<file path="config.mk">
export PLATFORM = sky130hd
export DESIGN_NAME = four_function_keypad_calculator
export DESIGN_NICKNAME = d
export VERILOG_FILES = /design/src/hdl/fkc_pkg.sv /design/src/hdl/fkc_front.sv /design/src/hdl/fkc_cmd_queue.sv /design/src/hdl/fkc_back.sv /design/src/hdl/four_function_keypad_calculator.sv
export SDC_FILE = /design/constraint.sdc
export NUM_CORES = 2
export LEC_CHECK = 0
export ABC_AREA = 1
export BUFFER_PORTS_ARGS = -buffer_cell sky130_fd_sc_hd__buf_4
export CORE_MARGIN = 4
export CORE_UTILIZATION = 49
export CTS_BUF_LIST = sky130_fd_sc_hd__clkbuf_16
export CTS_CLUSTER_DIAMETER = 40
export DETAILED_ROUTE_END_ITERATION = 10
export PLACE_DENSITY_LB_ADDON = 0.3
export SLEW_MARGIN = 10
export SYNTH_ARGS = -nofsm -noshare
export SYNTH_HDL_FRONTEND = slang
export SYNTH_HIERARCHICAL = 1
export SYNTH_SLANG_ARGS = --single-unit
</file>
<file path="constraint.sdc">
create_clock -name clock -period 17.7 [get_ports clock]
set_input_delay 2.655 -clock clock [delete_from_list [all_inputs] [get_ports clock]]
set_output_delay 2.655 -clock clock [all_outputs]
set_load 0.1 [all_outputs]
</file>
<file path="src/hdl/fkc_pkg.sv">
`timescale 1ns / 1ps
`default_nettype none
// ----------------------------------------------------------------------------
// Keypad calculator package
// Key codes, the command word passed from the front end to the execution
// unit, and the grid and arithmetic constants.
// ----------------------------------------------------------------------------
package fkc_pkg;

   localparam int unsigned GRID_LIMIT      = 87;
   localparam int unsigned KEY_PITCH       = 22;
   localparam int unsigned RADIX           = 10;
   localparam int unsigned ROW0_DIGIT_BASE = 7;
   localparam int unsigned ROW1_DIGIT_BASE = 4;
   localparam int unsigned ROW2_DIGIT_BASE = 1;

   localparam int unsigned OPERAND_WIDTH = 64;
   localparam int unsigned HALF_WIDTH    = OPERAND_WIDTH / 2;
   localparam int unsigned DIV_CNT_WIDTH = $clog2(OPERAND_WIDTH);

   localparam int unsigned CMD_QUEUE_DEPTH = 4;
   localparam int unsigned CMD_PTR_WIDTH   = $clog2(CMD_QUEUE_DEPTH);

   typedef enum logic [1:0] {
      OP_ADD = 2'd0,
      OP_SUB = 2'd1,
      OP_MUL = 2'd2,
      OP_DIV = 2'd3
   } op_type;

   typedef enum logic [1:0] {
      KEY_DIGIT  = 2'd0,
      KEY_OPER   = 2'd1,
      KEY_EQUALS = 2'd2,
      KEY_CLEAR  = 2'd3
   } key_type;

   typedef struct packed {
      key_type    kind;
      logic [3:0] value;
   } cmd_type;

endpackage

`default_nettype wire

</file>
<file path="src/hdl/fkc_front.sv">
`timescale 1ns / 1ps
`default_nettype none
// ----------------------------------------------------------------------------
// Keypad front end
// Takes click words, drops clicks outside the key grid, resolves the key
// and pushes a command word into the command queue.
// ----------------------------------------------------------------------------
module fkc_front (
   input  wire logic             push,
   output logic                  full,
   input  wire logic [7:0]       click_col,
   input  wire logic [7:0]       click_row,
   input  wire logic             q_full,
   output logic                  q_wr,
   output fkc_pkg::cmd_type      q_data
);

   function automatic logic [1:0] pitch_index(input logic [7:0] pos);
      logic [1:0] idx;
      if (pos >= 8'(3 * fkc_pkg::KEY_PITCH)) begin
         idx = 2'd3;
      end else if (pos >= 8'(2 * fkc_pkg::KEY_PITCH)) begin
         idx = 2'd2;
      end else if (pos >= 8'(fkc_pkg::KEY_PITCH)) begin
         idx = 2'd1;
      end else begin
         idx = 2'd0;
      end
      return idx;
   endfunction

   logic       in_grid;
   logic [1:0] col;
   logic [1:0] row;
   logic [3:0] digit;

   assign in_grid = (click_col <= 8'(fkc_pkg::GRID_LIMIT)) &&
                    (click_row <= 8'(fkc_pkg::GRID_LIMIT));
   assign col     = pitch_index(click_col);
   assign row     = pitch_index(click_row);
   assign full    = q_full;
   assign q_wr    = push && !q_full && in_grid;

   always_comb begin
      case (row)
         2'd0:    digit = 4'(fkc_pkg::ROW0_DIGIT_BASE) + {2'b00, col};
         2'd1:    digit = 4'(fkc_pkg::ROW1_DIGIT_BASE) + {2'b00, col};
         2'd2:    digit = 4'(fkc_pkg::ROW2_DIGIT_BASE) + {2'b00, col};
         default: digit = 4'd0;
      endcase
   end

   always_comb begin
      q_data.kind  = fkc_pkg::KEY_DIGIT;
      q_data.value = digit;
      if (col == 2'd3) begin
         q_data.kind  = fkc_pkg::KEY_OPER;
         q_data.value = {2'b00, row};
      end else if (row == 2'd3 && col == 2'd2) begin
         q_data.kind = fkc_pkg::KEY_EQUALS;
      end else if (row == 2'd3 && col == 2'd1) begin
         q_data.kind = fkc_pkg::KEY_CLEAR;
      end
   end

endmodule

`default_nettype wire

</file>
<file path="src/hdl/fkc_cmd_queue.sv">
`timescale 1ns / 1ps
`default_nettype none
// ----------------------------------------------------------------------------
// Command queue
// Short first-in first-out buffer of command words between the front end
// and the execution unit.
// ----------------------------------------------------------------------------
module fkc_cmd_queue (
   input  wire logic              clock,
   input  wire logic              reset,
   input  wire logic              wr_en,
   input  wire fkc_pkg::cmd_type  wr_data,
   output logic                   wr_full,
   output logic                   rd_valid,
   input  wire logic              rd_pop,
   output fkc_pkg::cmd_type       rd_data
);

   localparam int unsigned PW = fkc_pkg::CMD_PTR_WIDTH;

   fkc_pkg::cmd_type slot_ff [fkc_pkg::CMD_QUEUE_DEPTH];
   logic [PW-1:0]    wr_ptr_ff, wr_ptr_in;
   logic [PW-1:0]    rd_ptr_ff, rd_ptr_in;
   logic [PW:0]      count_ff, count_in;
   logic             do_wr, do_rd;

   assign wr_full  = (count_ff == (PW + 1)'(fkc_pkg::CMD_QUEUE_DEPTH));
   assign rd_valid = (count_ff != '0);
   assign rd_data  = slot_ff[rd_ptr_ff];
   assign do_wr    = wr_en && !wr_full;
   assign do_rd    = rd_pop && rd_valid;

   always_comb begin
      wr_ptr_in = do_wr ? wr_ptr_ff + 1'b1 : wr_ptr_ff;
      rd_ptr_in = do_rd ? rd_ptr_ff + 1'b1 : rd_ptr_ff;
      count_in  = count_ff;
      if (do_wr && !do_rd) begin
         count_in = count_ff + 1'b1;
      end else if (do_rd && !do_wr) begin
         count_in = count_ff - 1'b1;
      end
   end

   always_ff @(posedge clock) begin
      if (do_wr) begin
         slot_ff[wr_ptr_ff] <= wr_data;
      end
   end

   always_ff @(posedge clock) begin
      if (reset) begin
         wr_ptr_ff <= '0;
         rd_ptr_ff <= '0;
         count_ff  <= '0;
      end else begin
         wr_ptr_ff <= wr_ptr_in;
         rd_ptr_ff <= rd_ptr_in;
         count_ff  <= count_in;
      end
   end

endmodule

`default_nettype wire

</file>
<file path="src/hdl/fkc_back.sv">
`timescale 1ns / 1ps
`default_nettype none
// ----------------------------------------------------------------------------
// Execution unit
// Holds the operands and pending operator, carries out command words and
// keeps the result word register. Multiply runs as three 32x32 partial
// products; divide runs bit-serially over magnitudes.
// ----------------------------------------------------------------------------
module fkc_back (
   input  wire logic              clock,
   input  wire logic              reset,
   input  wire logic              cmd_valid,
   input  wire fkc_pkg::cmd_type  cmd_data,
   output logic                   cmd_pop,
   output logic                   empty,
   input  wire logic              pop,
   output logic signed [63:0]     display_value,
   output logic                   divide_error
);

   localparam int unsigned W  = fkc_pkg::OPERAND_WIDTH;
   localparam int unsigned HW = fkc_pkg::HALF_WIDTH;
   localparam int unsigned CW = fkc_pkg::DIV_CNT_WIDTH;

   typedef enum logic [1:0] {
      S_IDLE,
      S_MUL,
      S_DIV,
      S_DIV_FIX
   } state_type;

   state_type        state_ff, state_in;
   logic             second_ff, second_in;
   fkc_pkg::op_type  oper_ff, oper_in;
   logic [W-1:0]     x_ff, x_in;
   logic [W-1:0]     y_ff, y_in;
   logic [W-1:0]     work_a_ff, work_a_in;
   logic [W-1:0]     work_b_ff, work_b_in;
   logic [W-1:0]     acc_ff, acc_in;
   logic [HW-1:0]    cross_ff, cross_in;
   logic [1:0]       mul_step_ff, mul_step_in;
   logic [CW-1:0]    div_cnt_ff, div_cnt_in;
   logic             neg_ff, neg_in;
   logic             rsp_valid_ff, rsp_valid_in;
   logic [W-1:0]     rsp_value_ff, rsp_value_in;
   logic             rsp_err_ff, rsp_err_in;

   logic             slot_free;
   logic [W-1:0]     cur_operand;
   logic [W-1:0]     next_operand;
   logic [HW-1:0]    mul_a, mul_b;
   logic [W-1:0]     mul_prod;
   logic [W:0]       div_shift;
   logic [W:0]       div_diff;
   logic [W-1:0]     abs_x, abs_y;

   assign empty         = !rsp_valid_ff;
   assign display_value = rsp_value_ff;
   assign divide_error  = rsp_err_ff;
   assign slot_free     = !rsp_valid_ff || pop;

   assign cur_operand  = second_ff ? y_ff : x_ff;
   assign next_operand = (cur_operand << 3) + (cur_operand << 1) +
                         W'(cmd_data.value);

   assign abs_x = x_ff[W-1] ? W'(0) - x_ff : x_ff;
   assign abs_y = y_ff[W-1] ? W'(0) - y_ff : y_ff;

   always_comb begin
      case (mul_step_ff)
         2'd0: begin
            mul_a = work_a_ff[HW-1:0];
            mul_b = work_b_ff[HW-1:0];
         end
         2'd1: begin
            mul_a = work_a_ff[HW-1:0];
            mul_b = work_b_ff[W-1:HW];
         end
         default: begin
            mul_a = work_a_ff[W-1:HW];
            mul_b = work_b_ff[HW-1:0];
         end
      endcase
   end

   assign mul_prod  = W'(mul_a) * W'(mul_b);
   assign div_shift = {acc_ff, work_a_ff[W-1]};
   assign div_diff  = div_shift - {1'b0, work_b_ff};

   always_comb begin
      state_in     = state_ff;
      second_in    = second_ff;
      oper_in      = oper_ff;
      x_in         = x_ff;
      y_in         = y_ff;
      work_a_in    = work_a_ff;
      work_b_in    = work_b_ff;
      acc_in       = acc_ff;
      cross_in     = cross_ff;
      mul_step_in  = mul_step_ff;
      div_cnt_in   = div_cnt_ff;
      neg_in       = neg_ff;
      rsp_valid_in = rsp_valid_ff && !pop;
      rsp_value_in = rsp_value_ff;
      rsp_err_in   = rsp_err_ff;
      cmd_pop      = 1'b0;

      case (state_ff)
         S_IDLE: begin
            if (cmd_valid && slot_free) begin
               cmd_pop = 1'b1;
               case (cmd_data.kind)
                  fkc_pkg::KEY_OPER: begin
                     oper_in   = fkc_pkg::op_type'(cmd_data.value[1:0]);
                     second_in = 1'b1;
                  end
                  fkc_pkg::KEY_CLEAR: begin
                     second_in    = 1'b0;
                     x_in         = '0;
                     y_in         = '0;
                     rsp_valid_in = 1'b1;
                     rsp_value_in = '0;
                     rsp_err_in   = 1'b0;
                  end
                  fkc_pkg::KEY_DIGIT: begin
                     if (second_ff) begin
                        y_in = next_operand;
                     end else begin
                        x_in = next_operand;
                     end
                     rsp_valid_in = 1'b1;
                     rsp_value_in = next_operand;
                     rsp_err_in   = 1'b0;
                  end
                  default: begin
                     second_in = 1'b0;
                     y_in      = '0;
                     case (oper_ff)
                        fkc_pkg::OP_ADD: begin
                           x_in         = x_ff + y_ff;
                           rsp_valid_in = 1'b1;
                           rsp_value_in = x_ff + y_ff;
                           rsp_err_in   = 1'b0;
                        end
                        fkc_pkg::OP_SUB: begin
                           x_in         = x_ff - y_ff;
                           rsp_valid_in = 1'b1;
                           rsp_value_in = x_ff - y_ff;
                           rsp_err_in   = 1'b0;
                        end
                        fkc_pkg::OP_MUL: begin
                           work_a_in   = x_ff;
                           work_b_in   = y_ff;
                           mul_step_in = 2'd0;
                           state_in    = S_MUL;
                        end
                        default: begin
                           if (y_ff == '0) begin
                              rsp_valid_in = 1'b1;
                              rsp_value_in = x_ff;
                              rsp_err_in   = 1'b1;
                           end else begin
                              work_a_in  = abs_x;
                              work_b_in  = abs_y;
                              acc_in     = '0;
                              neg_in     = x_ff[W-1] ^ y_ff[W-1];
                              div_cnt_in = '1;
                              state_in   = S_DIV;
                           end
                        end
                     endcase
                  end
               endcase
            end
         end
         S_MUL: begin
            mul_step_in = mul_step_ff + 1'b1;
            case (mul_step_ff)
               2'd0:    acc_in   = mul_prod;
               2'd1:    cross_in = mul_prod[HW-1:0];
               default: begin
                  x_in         = acc_ff + {cross_ff + mul_prod[HW-1:0], HW'(0)};
                  rsp_valid_in = 1'b1;
                  rsp_value_in = acc_ff + {cross_ff + mul_prod[HW-1:0], HW'(0)};
                  rsp_err_in   = 1'b0;
                  state_in     = S_IDLE;
               end
            endcase
         end
         S_DIV: begin
            acc_in     = div_diff[W] ? div_shift[W-1:0] : div_diff[W-1:0];
            work_a_in  = {work_a_ff[W-2:0], ~div_diff[W]};
            div_cnt_in = div_cnt_ff - 1'b1;
            if (div_cnt_ff == '0) begin
               state_in = S_DIV_FIX;
            end
         end
         default: begin
            x_in         = neg_ff ? W'(0) - work_a_ff : work_a_ff;
            rsp_valid_in = 1'b1;
            rsp_value_in = neg_ff ? W'(0) - work_a_ff : work_a_ff;
            rsp_err_in   = 1'b0;
            state_in     = S_IDLE;
         end
      endcase
   end

   always_ff @(posedge clock) begin
      if (reset) begin
         state_ff     <= S_IDLE;
         second_ff    <= 1'b0;
         oper_ff      <= fkc_pkg::OP_ADD;
         x_ff         <= '0;
         y_ff         <= '0;
         rsp_valid_ff <= 1'b0;
      end else begin
         state_ff     <= state_in;
         second_ff    <= second_in;
         oper_ff      <= oper_in;
         x_ff         <= x_in;
         y_ff         <= y_in;
         rsp_valid_ff <= rsp_valid_in;
      end
      work_a_ff    <= work_a_in;
      work_b_ff    <= work_b_in;
      acc_ff       <= acc_in;
      cross_ff     <= cross_in;
      mul_step_ff  <= mul_step_in;
      div_cnt_ff   <= div_cnt_in;
      neg_ff       <= neg_in;
      rsp_value_ff <= rsp_value_in;
      rsp_err_ff   <= rsp_err_in;
   end

endmodule

`default_nettype wire

</file>
<file path="src/hdl/four_function_keypad_calculator.sv">
`timescale 1ns / 1ps
`default_nettype none
// ----------------------------------------------------------------------------
// Four-function keypad calculator
// Click positions on a 4x4 key grid in, display words out, both sides
// queue-like.
// ----------------------------------------------------------------------------
// Each click word names a pixel position in a 4x4 grid of 22-pixel keys;
// clicks beyond 87 on either axis are dropped without a result, as are
// operator keys, which only select the pending operation. The front end
// classifies a click combinationally and queues a command (four deep), so
// push is taken while earlier keys are still executing. Digit, clear, add
// and subtract keys execute straight from the idle state; multiply steps
// one shared 32x32 multiplier through three partial products, and divide
// runs a one-bit-per-cycle divider over the magnitudes, then fixes the
// sign; a result then waits in the output register until popped. Division
// by zero keeps the first operand and raises divide_error on that result.
module four_function_keypad_calculator (
   input  wire logic               clock,
   input  wire logic               reset,
   input  wire logic               push,
   output logic                    full,
   input  wire logic [7:0]         req_click_col_offset,
   input  wire logic [7:0]         req_click_row_offset,
   output logic                    empty,
   input  wire logic               pop,
   output logic signed [63:0]      rsp_display_value,
   output logic                    rsp_divide_error
);

   logic              q_wr;
   fkc_pkg::cmd_type  q_wr_data;
   logic              q_full;
   logic              q_valid;
   logic              q_pop;
   fkc_pkg::cmd_type  q_rd_data;

   fkc_front u_front (
      .push      (push),
      .full      (full),
      .click_col (req_click_col_offset),
      .click_row (req_click_row_offset),
      .q_full    (q_full),
      .q_wr      (q_wr),
      .q_data    (q_wr_data)
   );

   fkc_cmd_queue u_queue (
      .clock    (clock),
      .reset    (reset),
      .wr_en    (q_wr),
      .wr_data  (q_wr_data),
      .wr_full  (q_full),
      .rd_valid (q_valid),
      .rd_pop   (q_pop),
      .rd_data  (q_rd_data)
   );

   fkc_back u_back (
      .clock         (clock),
      .reset         (reset),
      .cmd_valid     (q_valid),
      .cmd_data      (q_rd_data),
      .cmd_pop       (q_pop),
      .empty         (empty),
      .pop           (pop),
      .display_value (rsp_display_value),
      .divide_error  (rsp_divide_error)
   );

endmodule

`default_nettype wire

</file>
==> results.tsv <==
metric	value	unit
run_status	finished, violations left	
violations	max-capacitance violations	
dp_slack	4.27	ns
final_area	92500	um^2
crit_type	flip-flop to flip-flop	
cp_slowest_cell	o21ai_0	
antenna_left	0	
worst_pin_slew	1.47	ns
fin_skew	0.0647	ns
async_flop_share	0	%
multi_input_area	62800	um^2
synth-main-ff-cell	edfxtp_1	
drt_iter0_drc	11700	
clk_root_buffer_cell	clkbuf_16	
synth.distinct_cells	65	
rsz0062_at_grt	false	
hold_path_class	flip-flop to flip-flop	
rows	152	
post_cts_resize_count	0	
initial_core_util	49.5	%
synth_area	85400	um^2
path_delay_family	adder cells	
num_vias	90600	
die_x	426	um
nNetsFinal	14100	
slew_viol_final	0	
fmax	72.5	MHz
dieArea	181000	um^2
syn_nets	14100	
synthCells	12500	
final_cells	14900	
post-place-cells	14700	
synth_seq_area_share	14.7	%
port_buffers	84	
via_per_inst	6.09	
yosysWarningCount	6	
firstDrtPassIters	10	
cpPeakStageDelay	1.01	ns
antenna_found_initial	16	
critPathBufInv	14	
cp.required	18.22	ns
final_common_cell	nand2_1	
cts_hold_buf	0	
period_share	77.9	%
core	172000	um^2
post-dp-hpwl	351000	um
grt_use_total	46.2	%
setup_viol	0	
area_growth	8.30	%
postPlaceCellArea	88700	um^2
setup_slack	3.91	ns
cts_made_buffers	104	
syn_area_per_cell	6.81	um^2
wl_per_cell	28.7	um
maxSlewHeadroom	0.909	%
htree_levels	3	
tns	0	ns
grt_overflow	0	
place.gp.congestion	1.09	
wl	426000	um
clockBufferDepth	3	
grt_pass1_vias	88900	
path_clk_slew	0.06	ns
maxCapViolations	1	
critical_path.most_common_cell	inv_1	
insertion_delay	0.78	ns
final_cell_mix	nand2_1, inv_1, nor2_1	
ioPinCount	87	
post-route-drc-count	0	
start_kind	flip-flop	
grt_pass1_wl	604000	um
post-cts-setup-buffers	0	
drive_gt1_share	5.87	%
die_h	426	um
hold_viol	0	
critical_path_arrival	14.31	ns
synth_edf_count	322	
final-seq-area	12500	um^2
synth_seq_cells	465	
clock-sinks	465	
timing.final.crit_period	13.79	ns
grt_max_degree	93	
crit_path_end_kind	flip-flop	
fillers	16900	
cts_tree	built	
cp_max_fo	66	
[per-stage QoR]
stage | utilization [%] | hold WS (ns)
6_report | 53.6 | 0.539
5_1_grt | 53.6 | 0.541
4_1_cts | 53.6 | 0.530
3_5_place_dp | 51.4 | 0.508
3_3_place_gp | 51.4 | 0.480
2_1_floorplan | - | 0.459
[kinds of logic (layout without fill, tap and decap cells)]
family	count (synthesis)	after routing	synth area share (%)
and+or+nand+nor	5381	5381	26.2
AOI/OAI and AO/OA	2197	2197	13.9
adders and majority gates	1566	1566	30.9
xor gates and xnor gates	208	208	2.13
other	0	11	0
buffers and inverters	2719	2745	12.1
DFF	465	465	14.7
[final timing paths]
check | from | cells after the start | end | slack [ns]
worst max-delay path | u_back/mul_step_ff[1] | 48 | u_back/display_value[57] | 3.91
worst min-delay path | u_queue/rd_ptr_ff[1] | 2 | flip-flop | 0.54
worst max register to register | u_back/mul_step_ff[1] | 48 | u_back/display_value[57] | 3.91
worst min register to register | u_queue/rd_ptr_ff[1] | 2 | flip-flop | 0.54
[area by class of cell]
cell class / count / share of cell area (%)
multi-input combinational: 9352 / 67.9
sequential: 465 / 13.6
inverter: 2294 / 9.31
tap: 2310 / 3.12
clock buffer: 104 / 2.81
timing repair buffer: 253 / 2.05
clock inverter: 94 / 1.24
antenna: 11 / 0.0298
[cell usage after synthesis (7+ instances only)]
| master | instances | area, um^2 |
|---|---|---|
| o21ai_2 | 9 | 78.8 |
| fa_1 | 904 | 18100 |
| o21ai_1 | 108 | 541 |
| or2_2 | 27 | 169 |
| nand3b_1 | 32 | 240 |
| o2111ai_1 | 12 | 105 |
| o21bai_1 | 64 | 480 |
| a31oi_1 | 56 | 350 |
| a211oi_1 | 10 | 75.1 |
| inv_1 | 2214 | 8310 |
| o22ai_1 | 29 | 181 |
| a21o_1 | 46 | 345 |
| o21a_1 | 26 | 195 |
| nand4_1 | 105 | 657 |
| a32oi_1 | 7 | 61.3 |
| clkinv_1 | 24 | 90.1 |
| ha_1 | 662 | 8280 |
| nand3_1 | 671 | 3360 |
| a21boi_0 | 17 | 128 |
| xor2_1 | 140 | 1230 |
| xnor2_1 | 68 | 596 |
| clkbuf_1 | 310 | 1160 |
| dfxtp_1 | 143 | 2860 |
| edfxtp_1 | 322 | 9670 |
| nand2_1 | 2711 | 10200 |
| a21oi_2 | 35 | 307 |
| nor2_2 | 16 | 100 |
| nand2_2 | 39 | 244 |
| buf_2 | 75 | 375 |
| o21ai_0 | 807 | 4040 |
| o211ai_1 | 20 | 150 |
| nor2_1 | 1528 | 5740 |
| nor4_1 | 55 | 344 |
| nand3_2 | 43 | 430 |
| buf_1 | 30 | 113 |
| inv_2 | 55 | 206 |
| nor3_1 | 115 | 576 |
| a21oi_1 | 919 | 4600 |
| o31ai_1 | 7 | 52.6 |
[worst min-delay path, delay by kind of cell (launching register included)]
| kind | cells | cell delay, ns |
|---|---|---|
| compound gates | 1 | 0.08 |
| flops | 1 | 0.32 |
| simple gates | 1 | 0.08 |
[registers in the layout (all words and copies together) (netlist names), 6 cells and up, named ones only]
register              count
u_back/acc_ff            64
u_back/work_b_ff         64
u_back/div_cnt_ff         6
u_back/x_ff              64
u_queue/slot_ff          24
u_back/display_value     64
u_back/work_a_ff         64
u_back/cross_ff          32
u_back/y_ff              64
[routing by layer]
layer / global-route usage, % / vias up / routed length, um
li1: - / 39700 / -
met2: 70.7 / 6093 / 181000
met3: 12.0 / 1734 / 48800
met4: 45.0 / 6 / 52700
met5: 0 / - / 41
met1: 51.9 / 43100 / 143000
Power is not shown: default switching activity piles up to over one toggle a cycle in this logic, so the estimate is an artifact.
